--- src/hw/rtl/bwt_pkg.sv ---
// Package: shared constants, codes and types of the breakpoint/watchpoint trigger table.
package bwt_pkg;

  localparam int BP_ENTRIES = 8;
  localparam int WP_ENTRIES = 8;
  localparam int MAX_OUT    = 8;

  localparam int BP_IW  = (BP_ENTRIES > 1) ? $clog2(BP_ENTRIES) : 1;
  localparam int WP_IW  = (WP_ENTRIES > 1) ? $clog2(WP_ENTRIES) : 1;
  localparam int SCAN_W = (BP_IW > WP_IW) ? BP_IW : WP_IW;
  localparam int CNT_W  = $clog2(MAX_OUT + 1);

  localparam logic [2:0] CMD_ADD_BP  = 3'd0;
  localparam logic [2:0] CMD_DEL_BP  = 3'd1;
  localparam logic [2:0] CMD_ADD_WP  = 3'd2;
  localparam logic [2:0] CMD_DEL_WP  = 3'd3;
  localparam logic [2:0] CMD_CHK_PC  = 3'd4;
  localparam logic [2:0] CMD_CHK_ACC = 3'd5;

  localparam logic [2:0] PT_SW_BP    = 3'd0;
  localparam logic [2:0] PT_HW_BP    = 3'd1;
  localparam logic [2:0] PT_WRITE_WP = 3'd2;
  localparam logic [2:0] PT_READ_WP  = 3'd3;
  localparam logic [2:0] PT_ACC_WP   = 3'd4;

  localparam logic [1:0] SK_NONE   = 2'd0;
  localparam logic [1:0] SK_BP     = 2'd0;
  localparam logic [1:0] SK_WRITE  = 2'd1;
  localparam logic [1:0] SK_READ   = 2'd2;
  localparam logic [1:0] SK_ACCESS = 2'd3;

  typedef struct packed {
    logic       del_hit;
    logic       bp_hit;
    logic [1:0] wp_kind;
  } match_t;

endpackage

--- src/hw/rtl/bwt_match.sv ---
// Shared compare unit: matches one table entry against the current request.
module bwt_match (
  input  logic [2:0]      ptype,
  input  logic [63:0]     addr,
  input  logic [63:0]     len,
  input  logic [63:0]     hi,
  input  logic            is_write,
  input  logic [2:0]      e_kind,
  input  logic [63:0]     e_addr,
  input  logic [63:0]     e_len,
  output bwt_pkg::match_t m
);
  import bwt_pkg::*;

  logic addr_eq;
  logic in_range;

  always_comb begin
    addr_eq   = (e_addr == addr);
    in_range  = (e_addr >= addr) && (e_addr <= hi);
    m.del_hit = (e_kind == ptype) && addr_eq && (e_len == len);
    m.bp_hit  = addr_eq && ((e_kind == PT_SW_BP) || (e_kind == PT_HW_BP));
    m.wp_kind = SK_NONE;
    if (in_range) begin
      if (e_kind == PT_WRITE_WP && is_write) begin
        m.wp_kind = SK_WRITE;
      end else if (e_kind == PT_READ_WP && !is_write) begin
        m.wp_kind = SK_READ;
      end else if (e_kind == PT_ACC_WP) begin
        m.wp_kind = SK_ACCESS;
      end
    end
  end

endmodule

--- src/hw/rtl/breakpoint_watchpoint_trigger_table_unit.sv ---
// Top level: breakpoint and watchpoint tables with a sequential scan engine.
// Usage:
//   Input channel (in_valid/in_ready) carries one request: add, delete,
//   pc check or access check. Output channel (out_valid/out_ready) returns
//   the results; adds and deletes give one, checks give one per hit (up to
//   eight) or a single empty result, the final one flagged by last.
// Timing:
//   in_ready is high only while the sequencer is idle. After acceptance the
//   shared compare unit visits one table slot per cycle while no hit is
//   stalled, and the final result is loaded from the done state once the
//   output register is free; the sequencer then returns to idle and takes the
//   next request. An add stops at the first free slot; unknown commands go
//   straight to the done state and give a single empty result.
//   Results sit in an output register, so the next request is accepted while
//   the final result waits to be taken.
// Stall:
//   When the receiver holds out_ready low, the scan pauses at the next hit
//   and resumes once the output register drains; nothing is dropped.
// Reset:
//   rst clears all valid bits (table, held hit and output) and the sequencer.
module breakpoint_watchpoint_trigger_table_unit (
  input  logic        clk,
  input  logic        rst,
  input  logic        in_valid,
  output logic        in_ready,
  input  logic [2:0]  command,
  input  logic [2:0]  point_type,
  input  logic [63:0] address,
  input  logic [63:0] length,
  input  logic        access_kind,
  output logic        out_valid,
  input  logic        out_ready,
  output logic        add_ok,
  output logic        hit,
  output logic [1:0]  stop_kind,
  output logic [63:0] report_address,
  output logic [2:0]  entry_index,
  output logic        last
);
  import bwt_pkg::*;

  typedef enum logic [2:0] {
    S_IDLE = 3'b001,
    S_SCAN = 3'b010,
    S_DONE = 3'b100
  } state_t;

  state_t state;

  logic [BP_ENTRIES-1:0] bp_valid;
  logic [2:0]            bp_kind [BP_ENTRIES];
  logic [63:0]           bp_addr [BP_ENTRIES];
  logic [63:0]           bp_len  [BP_ENTRIES];
  logic [WP_ENTRIES-1:0] wp_valid;
  logic [2:0]            wp_kind [WP_ENTRIES];
  logic [63:0]           wp_addr [WP_ENTRIES];
  logic [63:0]           wp_len  [WP_ENTRIES];

  logic [2:0]        cmd;
  logic [2:0]        ptype;
  logic [63:0]       addr;
  logic [63:0]       len;
  logic [63:0]       hi;
  logic              is_write;
  logic [SCAN_W-1:0] idx;
  logic              add_done;
  logic              held_valid;
  logic [1:0]        held_kind;
  logic [2:0]        held_idx;
  logic [CNT_W-1:0]  hit_cnt;

  logic              use_wp;
  logic              e_valid;
  logic [2:0]        e_kind;
  logic [63:0]       e_addr;
  logic [63:0]       e_len;
  logic              at_end;
  logic              out_free;
  logic              hit_now;
  logic [1:0]        hit_kind;
  logic              out_load;
  match_t            m;

  bwt_match u_match (
    .ptype    (ptype),
    .addr     (addr),
    .len      (len),
    .hi       (hi),
    .is_write (is_write),
    .e_kind   (e_kind),
    .e_addr   (e_addr),
    .e_len    (e_len),
    .m        (m)
  );

  always_comb begin
    use_wp = (cmd == CMD_ADD_WP) || (cmd == CMD_DEL_WP) || (cmd == CMD_CHK_ACC);
    if (use_wp) begin
      e_valid = wp_valid[idx[WP_IW-1:0]];
      e_kind  = wp_kind[idx[WP_IW-1:0]];
      e_addr  = wp_addr[idx[WP_IW-1:0]];
      e_len   = wp_len[idx[WP_IW-1:0]];
      at_end  = (idx == SCAN_W'(WP_ENTRIES - 1));
    end else begin
      e_valid = bp_valid[idx[BP_IW-1:0]];
      e_kind  = bp_kind[idx[BP_IW-1:0]];
      e_addr  = bp_addr[idx[BP_IW-1:0]];
      e_len   = bp_len[idx[BP_IW-1:0]];
      at_end  = (idx == SCAN_W'(BP_ENTRIES - 1));
    end
    out_free = !out_valid || out_ready;
    if (cmd == CMD_CHK_PC) begin
      hit_now  = e_valid && m.bp_hit;
      hit_kind = SK_BP;
    end else begin
      hit_now  = e_valid && (m.wp_kind != SK_NONE);
      hit_kind = m.wp_kind;
    end
    out_load = ((state == S_SCAN) && ((cmd == CMD_CHK_PC) || (cmd == CMD_CHK_ACC)) &&
                hit_now && held_valid && out_free) ||
               ((state == S_DONE) && out_free);
  end

  assign in_ready = (state == S_IDLE);

  always_ff @(posedge clk) begin
    if (rst) begin
      state      <= S_IDLE;
      bp_valid   <= '0;
      wp_valid   <= '0;
      out_valid  <= 1'b0;
      held_valid <= 1'b0;
    end else begin
      out_valid <= out_load || (out_valid && !out_ready);
      unique case (state)
        S_IDLE: begin
          if (in_valid) begin
            cmd        <= command;
            ptype      <= point_type;
            addr       <= address;
            len        <= length;
            hi         <= address + length;
            is_write   <= access_kind;
            idx        <= '0;
            add_done   <= 1'b0;
            held_valid <= 1'b0;
            hit_cnt    <= '0;
            state      <= S_SCAN;
          end
        end
        S_SCAN: begin
          unique case (cmd)
            CMD_ADD_BP, CMD_ADD_WP: begin
              if (!e_valid) begin
                if (use_wp) begin
                  wp_valid[idx[WP_IW-1:0]] <= 1'b1;
                  wp_kind[idx[WP_IW-1:0]]  <= ptype;
                  wp_addr[idx[WP_IW-1:0]]  <= addr;
                  wp_len[idx[WP_IW-1:0]]   <= len;
                end else begin
                  bp_valid[idx[BP_IW-1:0]] <= 1'b1;
                  bp_kind[idx[BP_IW-1:0]]  <= ptype;
                  bp_addr[idx[BP_IW-1:0]]  <= addr;
                  bp_len[idx[BP_IW-1:0]]   <= len;
                end
                add_done <= 1'b1;
                state    <= S_DONE;
              end else if (at_end) begin
                state <= S_DONE;
              end else begin
                idx <= idx + 1'b1;
              end
            end
            CMD_DEL_BP, CMD_DEL_WP: begin
              if (e_valid && m.del_hit) begin
                if (use_wp) begin
                  wp_valid[idx[WP_IW-1:0]] <= 1'b0;
                end else begin
                  bp_valid[idx[BP_IW-1:0]] <= 1'b0;
                end
              end
              if (at_end) begin
                state <= S_DONE;
              end else begin
                idx <= idx + 1'b1;
              end
            end
            CMD_CHK_PC, CMD_CHK_ACC: begin
              // a hit is held back one step so the final one can carry last
              if (!(hit_now && held_valid && !out_free)) begin
                if (hit_now) begin
                  if (held_valid) begin
                    add_ok         <= 1'b0;
                    hit            <= 1'b1;
                    stop_kind      <= held_kind;
                    report_address <= addr;
                    entry_index    <= held_idx;
                    last           <= 1'b0;
                  end
                  held_valid <= 1'b1;
                  held_kind  <= hit_kind;
                  held_idx   <= 3'(idx);
                  hit_cnt    <= hit_cnt + 1'b1;
                end
                if (at_end || (hit_now && hit_cnt == CNT_W'(MAX_OUT - 1))) begin
                  state <= S_DONE;
                end else begin
                  idx <= idx + 1'b1;
                end
              end
            end
            default: begin
              state <= S_DONE;
            end
          endcase
        end
        S_DONE: begin
          if (out_free) begin
            add_ok    <= add_done;
            last      <= 1'b1;
            if (held_valid) begin
              hit            <= 1'b1;
              stop_kind      <= held_kind;
              report_address <= addr;
              entry_index    <= held_idx;
            end else begin
              hit            <= 1'b0;
              stop_kind      <= SK_NONE;
              report_address <= '0;
              entry_index    <= '0;
            end
            held_valid <= 1'b0;
            state      <= S_IDLE;
          end
        end
        default: begin
          state <= S_IDLE;
        end
      endcase
    end
  end

endmodule
--- config.mk ---
export PLATFORM = sky130hd
export DESIGN_NAME = breakpoint_watchpoint_trigger_table_unit
export DESIGN_NICKNAME = d
export VERILOG_FILES = /design/src/hw/rtl/bwt_pkg.sv /design/src/hw/rtl/bwt_match.sv /design/src/hw/rtl/breakpoint_watchpoint_trigger_table_unit.sv
export SDC_FILE = /design/constraint.sdc
export NUM_CORES = 2
export LEC_CHECK = 0
export BUFFER_PORTS_ARGS = -buffer_cell sky130_fd_sc_hd__buf_2
export CORE_MARGIN = 8
export CORE_UTILIZATION = 55
export CTS_CLUSTER_SIZE = 28
export DETAILED_ROUTE_END_ITERATION = 10
export PLACE_DENSITY = 0.74
export SLEW_MARGIN = 20
export SYNTH_ARGS = -nofsm -noshare
export SYNTH_HDL_FRONTEND = slang
export SYNTH_SLANG_ARGS = --single-unit
export TNS_END_PERCENT = 1
--- constraint.sdc ---
create_clock -name clk -period 10.16 [get_ports clk]
set_input_delay 1.524 -clock clk [delete_from_list [all_inputs] [get_ports clk]]
set_output_delay 1.524 -clock clk [all_outputs]
set_load 0.1 [all_outputs]
==> results by group <==
Timing
  • Smallest hold slack: 512 ps
  • Slew HR: 18.4%
  • Unrepaired setup endpoints after global routing: false
  • Fmax: 139 MHz
  • Fin crit share: 70.7%
  • Slew @ Worst Pin: 1210 ps
  • Tmin final: 7190 ps
  • Hold Violations, Final: 0
  • Fin. max-slew vios: 0
  • Final Skew: 61.7 ps
  • Setup-failing EPs final: 0

Synthesis
  • Synth Register Bits: 2,404
  • Syn_area_per_cell: 20.4 µm²
  • Seq/Total Area, Yosys: 74.4%
  • Syn. warnings: 0
  • Main synth FF type: edfxtp_1
  • Synth cell types: 78
  • Post-synth EDFFs: 2,380
  • Async set-or-reset flop fraction in the synthesized netlist: 0%
  • Post-Syn Nets: 5,073
  • Syn Inst Count: 4,738
  • Synthesized area: 96,700 µm²

Clock tree
  • Clk_lat worst skew: 880 ps
  • CTS Hold Bufs: 0
  • Clk buf depth: 3
  • CTS tree: yes
  • CTS sink cnt: 2,404
  • Setup Buffers After CTS: 0
  • # resized after CTS: 0
  • Num CTS Buffers: 228
  • Clock slew at reported path FFs: 60 ps
  • Root Driver: clkbuf_16
  • Htree depth: 4

Setup path
  • Crit. End Element: register
  • CP max stage delay: 810 ps
  • CP delay by family, top: simple AND/OR/NAND/NOR gates
  • Startpoint Class: register
  • Levels on crit path: 14
  • CP bufs+invs: 2
  • Flop2flop setup slack: 2970 ps
  • Crit-path cells: buf_12, mux4_2, mux4_2, ha_1, nand4_1, or4_1, nor2_1, o41ai_2, o211ai_1, nand3_1, nand2_1, a31oi_1, nor3_2, buf_12
  • Worst Path Arrival: 7690 ps
  • Worst reg2reg path endpoint: report_address[28]$_DFFE_PP_
  • Slowest CP cell: or4_1
  • Critical path fanouts, max: 94
  • Setup CP Type: register to register
  • CP Data Required Time: 10,660 ps
  • Worst r2r path cells: 14

Power
  • VDD IR-drop max: 0.205 mV
  • Overall power: 21,200 µW
  • Power Density: 196 nW/µm²
  • Leak pwr: 0.0354 µW

Drt
  • Drc violations: 0
  • DR pass1 iterations: 5
  • Via count: 49,800
  • DRT iter0 DRCs: 5,949
  • Post-Route WL: 253,000 µm
  • Antenna Nets Post-Route: 0
  • Routed WL per cell: 33.2 µm
  • Drt via density: 6.54

Layout
  • Share of post-route cells with drive strength above 1: 24.2%
  • Number of fillers in the final layout: 11,900
  • Sequential cell area: 72,000 µm²
  • Multi-input logic area: 23,400 µm²
  • Commonest non-fill, non-tap cell in the layout: edfxtp_1
  • Finished Layout Cells: 7,624
  • Nets: 5,410
  • Area Growth Syn to Fin: 12.0%
  • Commonest non-fill, non-tap cells in the layout: edfxtp_1, mux4_2, clkbuf_16
  • Final Util: 61.7%

Global routing
  • Number of global-route vias before repair: 49,800
  • Initial antenna violation count: 18
  • First-pass GRT wire length: 358,000 µm
  • Largest net degree at the start of global routing: 107
  • Total gr overflow: 0
  • Total track usage: 26.2%

Die
  • Die Span X: 435 µm
  • Die ar.: 190,000 µm²
  • Cell Rows: 154
  • Die height: 435 µm
  • # IOs: 213
  • Starting Density: 55.1%
  • Core area: 176,000 µm²

Placed design
  • DPL Wire Length: 145,000 µm
  • Placed Instances: 7,185
  • Routability Congestion: 0.924
  • Number of port buffers: 212

Min path
  • Worst min-delay path class: register to register
  • Min-Delay Path Depth: 2

Run status
  • Status: complete, no violations

Run
  • Maxcap violations: 0
-- worst max-delay path by stage --
| stage | from | endpoint | slack (ps) |
|---|---|---|---|
| global route | register | report_address[9]$_DFFE_PP_ | 2680 |
| floorplan | register | add_ok$_SDFFCE_PN0P_ | -90 |
| CTS | register | report_address[28]$_DFFE_PP_ | 3000 |
| global placement | cmd[1]$_DFFE_PP_ | report_address[17]$_DFFE_PP_ | 2920 |
| finish | register | report_address[28]$_DFFE_PP_ | 2970 |
| detailed placement | register | report_address[18]$_DFFE_PP_ | 3040 |
-- cell families (layout without fill, tap and decap cells) --
kind of cell	Yosys count	count (layout)	share of synthesized area (%)
buffers and inverters	346	877	1.60
AND/OR/NAND/NOR	547	547	2.70
flip-flops	2404	2404	74.4
XOR/XNOR	125	125	1.13
adder cells (fa/ha/maj)	196	196	2.54
other	0	15	0
AO/OA/AOI/OAI	483	483	3.36
multiplexers	637	637	14.3
-- per-layer routing --
| layer | track usage, % | routed length (µm) | up-vias |
|---|---|---|---|
| li1 | - | - | 20300 |
| met1 | 34.5 | 93000 | 26300 |
| met2 | 42.7 | 124000 | 2749 |
| met3 | 5.13 | 23500 | 511 |
| met4 | 12.1 | 12800 | 10 |
| met5 | 0 | 51 | - |
-- through the flow --
stage               worst slack, ps  TNS, ps  cell area (µm²)
floorplan                     -89.3    -6430            96700
global placement               2920        0           101000
detailed placement             3040        0           101000
CTS                            3000        0           108000
global route                   2680        0           108000
finish                         2970        0           108000
-- synth_stat cells (9+ instances only) --
library cell  number  share of area (%)
o22ai_1           12              0.078
and3_1            15              0.097
clkbuf_1          80               0.31
mux4_2           594                 14
o21bai_1          10              0.078
a22o_1            25               0.23
o21a_1             9              0.070
buf_2             45               0.23
nor2_1           173               0.67
nor3_1            28               0.14
nand2b_1          13              0.084
nand4_1           55               0.36
buf_1             33               0.13
xor2_1            47               0.43
a21o_1            68               0.53
inv_1            156               0.61
a21oi_1          143               0.74
nand2_1          146               0.57
nor2b_1           36               0.23
o211ai_1          12              0.093
a211oi_1          20               0.16
a31oi_1           34               0.22
o21ai_0           57               0.29
edfxtp_1        2380                 74
mux2i_1           37               0.38
a221oi_1          29               0.26
dfxtp_1           24               0.50
buf_6             19               0.22
xnor2_1           78               0.71
ha_1             195                2.5
nand3_1           29               0.15
-- state kept, by name, summed over array words and instances, names as in the netlist, 3 cells and up, named ones only --
register	cells
addr	64
bp_addr	512
bp_kind	24
bp_len	512
cmd	3
entry_index	3
held_idx	3
hi	64
hit_cnt	4
idx	3
len	64
ptype	3
report_address	64
state	3
wp_addr	512
wp_kind	24
wp_len	512
-- cell type report --
type                       instances  share of cell area [%]
antenna                           15                  0.0346
clock buffer                     278                    5.52
clock inverter                   146                    1.33
inverter                         159                   0.551
multi-input combinational       1988                    21.6
sequential                      2404                    66.4
tap                             2340                    2.70
timing repair buffer             294                    1.80
-- tightest hold or removal path, cell delays in order (launching register included) --
cell and delay [ps]:
dfxtp_1 310, a21oi_1 110, a31oi_1 40
-- power by group --
group          total, µW  internal (µW)  switching [µW]  leakage [µW]
sequential         11100          11000             143        0.0216
combinational       1670            701             964        0.0101
clock               8460           4770            3690       0.00361
total              21200          16400            4800        0.0354
Note: power is estimated with default switching activity, not from simulation.
